[src/rtl/bdo_pkg.sv]
// ---------------------------------------------------------------------------
// bdo_pkg: shared types and constants of the business day offset block
// Status codes, side-band payload, calendar tables and reciprocal constants
// used for the fixed divisions of the date conversion.
// ---------------------------------------------------------------------------
`default_nettype none

package bdo_pkg;

	typedef enum logic [1:0] {
		ST_OK       = 2'd0,
		ST_BAD_DATE = 2'd1,
		ST_RANGE    = 2'd2
	} status_t;

	// fields that ride along the pipeline to the end; status is set on a bad date or range error
	typedef struct packed {
		logic [16:0] secs;
		status_t     status;
	} side_t;

	// days in a 400-year era
	localparam int unsigned ERA_DAYS = 146097;

	// day numbers counted from 0000-03-01
	localparam logic signed [35:0] LO_ZZ = 36'sd306;
	localparam logic signed [35:0] HI_ZZ = 36'sd3652364;

	// reciprocals: floor(x / D) = (x * M) >> S, with S = width(x) + width(D) unless given
	localparam logic [10:0] M_Y400   = 11'd1311;   // (y >> 4) / 25, S = 15
	localparam logic [22:0] M_ERA    = 23'(((64'd1 << 40) + 64'd146096) / 64'd146097);
	localparam logic [18:0] M_1460   = 19'(((64'd1 << 29) + 64'd1459) / 64'd1460);
	localparam logic [18:0] M_36524  = 19'(((64'd1 << 34) + 64'd36523) / 64'd36524);
	localparam logic [18:0] M_146096 = 19'(((64'd1 << 36) + 64'd146095) / 64'd146096);
	localparam logic [18:0] M_365    = 19'(((64'd1 << 27) + 64'd364) / 64'd365);
	localparam logic [11:0] M_153    = 12'(((64'd1 << 19) + 64'd152) / 64'd153);
	localparam logic [11:0] M_5S     = 12'(((64'd1 << 14) + 64'd4) / 64'd5);
	localparam logic [31:0] M_DIV5   = 32'hCCCC_CCCD;  // S = 34

	// first day of the month within a March-based year
	function automatic logic [8:0] doy_base(input logic [3:0] m);
		logic [8:0] r;
		case (m)
			4'd3:    r = 9'd0;
			4'd4:    r = 9'd31;
			4'd5:    r = 9'd61;
			4'd6:    r = 9'd92;
			4'd7:    r = 9'd122;
			4'd8:    r = 9'd153;
			4'd9:    r = 9'd184;
			4'd10:   r = 9'd214;
			4'd11:   r = 9'd245;
			4'd12:   r = 9'd275;
			4'd1:    r = 9'd306;
			4'd2:    r = 9'd337;
			default: r = 9'd0;
		endcase
		return r;
	endfunction

	function automatic logic [4:0] month_len(input logic [3:0] m, input logic leap);
		logic [4:0] r;
		case (m)
			4'd2:                      r = leap ? 5'd29 : 5'd28;
			4'd4, 4'd6, 4'd9, 4'd11:   r = 5'd30;
			default:                   r = 5'd31;
		endcase
		return r;
	endfunction

	// x mod 7 by folding octal digits (8 is 1 mod 7)
	function automatic logic [2:0] mod7(input logic [18:0] x);
		logic [5:0] s1;
		logic [3:0] s2;
		logic [2:0] s3;
		s1 = 6'(x[2:0]) + 6'(x[5:3]) + 6'(x[8:6]) + 6'(x[11:9]) + 6'(x[14:12])
			+ 6'(x[17:15]) + 6'(x[18]);
		s2 = 4'(s1[2:0]) + 4'(s1[5:3]);
		s3 = s2[2:0] + 3'(s2[3]);
		return (s3 == 3'd7) ? 3'd0 : s3;
	endfunction

endpackage

`default_nettype wire

[src/rtl/bdo_to_civil.sv]
// ---------------------------------------------------------------------------
// bdo_to_civil: day number to year, month and day
// Eight register stages; every fixed division is a reciprocal multiply.
// ---------------------------------------------------------------------------
`default_nettype none

module bdo_to_civil (
	input  wire logic           clk,
	input  wire logic           arst_n,
	input  wire logic           en,
	input  wire logic           valid,
	input  wire logic [21:0]    zz,
	input  wire bdo_pkg::side_t side,
	output logic                out_valid,
	output logic [13:0]         year,
	output logic [3:0]          month,
	output logic [4:0]          day,
	output bdo_pkg::side_t      out_side
);

	logic v_s8, v_s9, v_s10, v_s11, v_s12, v_s13, v_s14, v_s15;
	bdo_pkg::side_t side_s8, side_s9, side_s10, side_s11, side_s12, side_s13, side_s14;
	logic [4:0]  era_s8, era_s9, era_s10, era_s11, era_s12, era_s13, era_s14;
	logic [21:0] zz_s8;
	logic [17:0] doe_s9, doe_s10, doe_s11, doe_s12, num_s11;
	logic [7:0]  a_s10;
	logic [2:0]  b_s10;
	logic        c_s10;
	logic [8:0]  yoe_s12, yoe_s13, yoe_s14;
	logic [8:0]  doy_s13, doy_s14;
	logic [3:0]  mp_s14;
	logic [13:0] year_s15;
	logic [3:0]  month_s15;
	logic [4:0]  day_s15;
	bdo_pkg::side_t side_s15;

	logic [44:0] pera_c;
	logic [21:0] doe_c;
	logic [36:0] pa_c, pb_c, pc_c, py_c;
	logic [17:0] sub_c;
	logic [13:0] p41_c;
	logic [10:0] x153_c, x5_c;
	logic [22:0] pm_c, pd_c;
	logic [3:0]  mm_c;
	logic [13:0] y_c;

	// advance the valid bits with the data
	always_ff @(posedge clk or negedge arst_n) begin
		if (!arst_n) begin
			{v_s8, v_s9, v_s10, v_s11, v_s12, v_s13, v_s14, v_s15} <= '0;
		end else if (en) begin
			{v_s8, v_s9, v_s10, v_s11, v_s12, v_s13, v_s14, v_s15} <=
				{valid, v_s8, v_s9, v_s10, v_s11, v_s12, v_s13, v_s14};
		end
	end

	// era of the day number
	assign pera_c = 45'(zz) * 45'(bdo_pkg::M_ERA);
	// day of era
	assign doe_c = zz_s8 - 22'(era_s8) * 22'(bdo_pkg::ERA_DAYS);
	// leap corrections
	assign pa_c = 37'(doe_s9) * 37'(bdo_pkg::M_1460);
	assign pb_c = 37'(doe_s9) * 37'(bdo_pkg::M_36524);
	assign pc_c = 37'(doe_s9) * 37'(bdo_pkg::M_146096);
	// year of era
	assign py_c = 37'(num_s11) * 37'(bdo_pkg::M_365);
	// day of year
	assign p41_c = 14'(yoe_s12) * 14'd41;
	assign sub_c = 18'(yoe_s12) * 18'd365 + 18'(yoe_s12[8:2]) - 18'(p41_c[13:12]);
	// March-based month
	assign x153_c = 11'(doy_s13) * 11'd5 + 11'd2;
	assign pm_c   = 23'(x153_c) * 23'(bdo_pkg::M_153);
	// day of month and civil year
	assign x5_c = 11'(mp_s14) * 11'd153 + 11'd2;
	assign pd_c = 23'(x5_c) * 23'(bdo_pkg::M_5S);
	assign mm_c = (mp_s14 < 4'd10) ? mp_s14 + 4'd3 : mp_s14 - 4'd9;
	assign y_c  = 14'(yoe_s14) + 14'(era_s14) * 14'd400 + 14'(mm_c <= 4'd2);

	always_ff @(posedge clk) begin
		if (en) begin
			era_s8  <= pera_c[44:40];
			zz_s8   <= zz;
			side_s8 <= side;

			doe_s9  <= doe_c[17:0];
			era_s9  <= era_s8;
			side_s9 <= side_s8;

			doe_s10  <= doe_s9;
			a_s10    <= pa_c[36:29];
			b_s10    <= pb_c[36:34];
			c_s10    <= pc_c[36];
			era_s10  <= era_s9;
			side_s10 <= side_s9;

			num_s11  <= doe_s10 - 18'(a_s10) + 18'(b_s10) - 18'(c_s10);
			doe_s11  <= doe_s10;
			era_s11  <= era_s10;
			side_s11 <= side_s10;

			yoe_s12  <= py_c[35:27];
			doe_s12  <= doe_s11;
			era_s12  <= era_s11;
			side_s12 <= side_s11;

			doy_s13  <= 9'(doe_s12 - sub_c);
			yoe_s13  <= yoe_s12;
			era_s13  <= era_s12;
			side_s13 <= side_s12;

			mp_s14   <= pm_c[22:19];
			doy_s14  <= doy_s13;
			yoe_s14  <= yoe_s13;
			era_s14  <= era_s13;
			side_s14 <= side_s13;

			// zero the date on any error
			side_s15 <= side_s14;
			if (side_s14.status == bdo_pkg::ST_OK) begin
				year_s15  <= y_c;
				month_s15 <= mm_c;
				day_s15   <= 5'(doy_s14 - pd_c[22:14] + 9'd1);
			end else begin
				year_s15  <= '0;
				month_s15 <= '0;
				day_s15   <= '0;
			end
		end
	end

	assign out_valid = v_s15;
	assign year      = year_s15;
	assign month     = month_s15;
	assign day       = day_s15;
	assign out_side  = side_s15;

endmodule

`default_nettype wire

[config.mk]
export PLATFORM = sky130hd
export DESIGN_NAME = bdo_to_civil
export DESIGN_NICKNAME = d
export VERILOG_FILES = /design/src/rtl/bdo_pkg.sv /design/src/rtl/bdo_to_civil.sv
export SDC_FILE = /design/constraint.sdc
export NUM_CORES = 2
export LEC_CHECK = 0
export ABC_AREA = 1
export BUFFER_PORTS_ARGS = -buffer_cell sky130_fd_sc_hd__buf_2
export CAP_MARGIN = 30
export CORE_ASPECT_RATIO = 0.8
export CORE_MARGIN = 8
export CORE_UTILIZATION = 55
export DETAILED_ROUTE_END_ITERATION = 16
export PLACE_DENSITY = 0.72
export SLEW_MARGIN = 20
export SYNTH_ARGS = -nofsm -noshare
export SYNTH_HDL_FRONTEND = slang
export SYNTH_SLANG_ARGS = --single-unit
[constraint.sdc]
create_clock -name clk -period 12.15 [get_ports clk]
set_clock_uncertainty 0.1 [all_clocks]
set_input_delay 1.215 -clock clk [delete_from_list [all_inputs] [get_ports clk]]
set_output_delay 1.215 -clock clk [all_outputs]
set_load 0.1 [all_outputs]
==> summary.txt <==
Outcome
  • Status: finished clean

Timing
  • Final hold vios: 0
  • Unrepaired setup endpoints after global routing: no
  • Rel. slew slack: 35.62%
  • Final setup fails: 0
  • Tcrit/Tclk final: 63.65%
  • Slew @ Worst Pin: 0.9657 ns
  • FMAX: between 100 and 150 MHz
  • Crit path time final: around 7.7 ns
  • Max-slew violations: 0
  • Hold Slack: 0.3089 ns
  • Setup TNS: 0 ns

Yosys
  • EDFF count, synth: between 300 and 400
  • Mapped Cells: roughly 4800
  • Seq/Total Area, Yosys: 22.91%
  • Total nets after synthesis: 6411
  • Synth Flop Type: edfxtp_1
  • Post-synth top area share: 26.32%
  • Synth top area cells: fa_1 (26%), ha_1 (25%), edfxtp_1 (22%), inv_1 (9.5%), nand2_1 (5.5%)
  • Syn_area_per_cell: between 9 and 10 µm²
  • Synth warnings: 0
  • Cell with the most instances after synthesis: inv_1
  • Cell taking the most area after synthesis: fa_1
  • Post-synth top cells: inv_1 (1206), ha_1 (947), nand2_1 (693)
  • Synthesized cell area: 0.04753 mm²
  • Post-synth cell types: 42
  • Synthesis-stage register bit count: 364
  • Post-synth ARST share: 2.198%

Detailed routing
  • Via Count: 32020
  • WL per Instance: roughly 17 µm
  • 1st-iter DRT viols: 2128
  • ANT nets after route: 0
  • Post-route DRC: 0
  • Drt via density: 5.256
  • Routed WL: around 110 mm
  • DRT Pass-1 Iters: 5

Finish
  • Layout cells sized above 1: under 10%
  • Layout area overhead: 6.749%
  • Layout Nets: around 6600

Critical path
  • Critical Path Start: mp_s14[1]
  • Max FO, Critical Path: 9
  • Slowest stage cell, crit path: edfxtp_1
  • Worst r2r src: mp_s14[1]
  • Critical path capture point type: flip-flop
  • Most used cell, CP: nand2_1
  • Worst path bufs/invs: 5
  • Critical path class: reg -> reg
  • CP max stage delay: 0.53 ns
  • Delay-heaviest family, CP: adder cells
  • Worst Setup Start Kind: flip-flop
  • Req. time, crit path: 12.37 ns
  • WP data arrival: 7.95 ns

GRT
  • GRT overflow: 0
  • Initial antenna violation count: 1
  • Total track usage: between 20% and 30%
  • Global-route wire length before repair: 172.5 mm
  • Largest net degree at the start of global routing: 100
  • Vias in the first global route: 33160

Run
  • Max-Cap Viols: 0

Hold path
  • HP Start: yoe_s13[2]
  • HP Class: reg -> reg

Clocking
  • Sink Count: 364
  • Hold bufs inserted after CTS: 0
  • Post-CTS setup buffers: 0
  • CTS tree: yes
  • Clock buffer depth: 3
  • Worst skew pair latency: 0.58 ns
  • Clock-pin slew on the worst setup and hold paths: around 0.080 ns
  • Inserted Clock Buffers: 38
  • Cts repair resizes: 0
  • Htree depth: 2
  • Root Driver: clkbuf_16

Floorplanning
  • Die area: 0.09615 mm²
  • IO Pins: 88
  • Row Count: 96
  • Core ar.: roughly 0.086 mm²
  • Initial Utilization: 55.50%
  • Die span in x: 344.7 µm
  • Vert. Die Dim: roughly 280 µm

Placement
  • GPL Wtd Cong: between 0.9 and 1
  • I/O Buffers: 87
  • DP HPWL: 89.56 mm
## routing by layer
layer | GRT usage, % | vias up | share of wire (%) | wire, µm
met5 | 0 | - | 0 | 0
met4 | 4.571 | 0 | 1.9 | 1953
met3 | 4.947 | 120 | 7.5 | 7842
met2 | 34.57 | 796 | 44 | 45850
met1 | 32.69 | 15590 | 47 | 49460
li1 | - | 15520 | - | -
## final timing paths
check                        endpoint  cells after the start  slack (ns)
hold reg to reg            yoe_s14[2]                      0        0.31
setup reg to reg               day[4]                     34        4.42
hold / removal             yoe_s14[2]                      0        0.31
min in group asynchronous        v_s8                      1        0.38
setup / recovery               day[4]                     34        4.42
max in group asynchronous       v_s14                      1       11.40
## placed cells by master, fill, tap and decap left out, drive strengths merged
master and instances:
xor2 51, nor3b 1, a21oi 207, ha 947, diode 1, bufinv 2
clkinvlp 2, nand3b 12, clkbuf 45, nor2 236, nor4 10, o31ai 3
inv 1211, o21a 10, a21boi 5, and2 1, o211ai 4, or3 1
nor3 34, nand3 147, nand2 696, buf 105, nor2b 2, or2 3
clkinv 15, a211oi 5, a21o 16, dfrtp 8, nand4 38, edfxtp 356
xnor2 40, a31oi 7, o21bai 22, o21ai 96, fa 625, o22ai 1
## layout make-up
cell class / instances / area, µm²
Fill cell: 7238 / 34900
Clock inverter: 23 / 222.7
Multi-Input combinational cell: 3220 / 32100
Tap cell: 1127 / 1410
Timing Repair Buffer: 105 / 608.1
Clock buffer: 45 / 977.2
Sequential cell: 364 / 10890
Inverter: 1207 / 4531
Antenna cell: 1 / 2.502
## registers in the layout, summed over array words and instances, names as in the netlist, 19 cells and up
signal,count
out_side,19
side_s10,19
side_s11,19
side_s12,19
side_s13,19
side_s14,19
side_s8,19
side_s9,19
## per-stage QoR
step	cells	setup WS, ns	area, µm²	util [%]
after floorplan	4794	5.247	47530	-
after CTS	6089	4.447	50700	59.20
after global routing	6091	3.716	50740	59.25
after detailed placement	6021	4.494	49500	57.79
after global placement	6021	4.491	49500	57.79
final	6092	4.417	50740	59.25
## logic make-up after synthesis
| family | Yosys count | synth area share [%] |
|---|---|---|
| adder cells (fa/ha/maj) | 1572 | 51.25 |
| XOR/XNOR | 91 | 1.677 |
| buffers and inverters | 1210 | 9.558 |
| AND/OR/NAND/NOR | 1181 | 10.26 |
| flip-flops | 364 | 22.91 |
| AO/OA/AOI/OAI | 376 | 4.346 |
## worst reg2reg max path: cells and delay by family, from the launching register on
kind	cells	cell delay [ns]
AO/OA/AOI/OAI	3	0.54
XOR/XNOR	1	0.37
adder cells (fa/ha/maj)	10	3.94
buffers and inverters	5	0.46
flip-flops	1	0.53
AND/OR/NAND/NOR	15	1.55
Power is left out: the tool's default activity adds up to more than one toggle a clock period on the data nets, which glitch-free logic cannot reach.
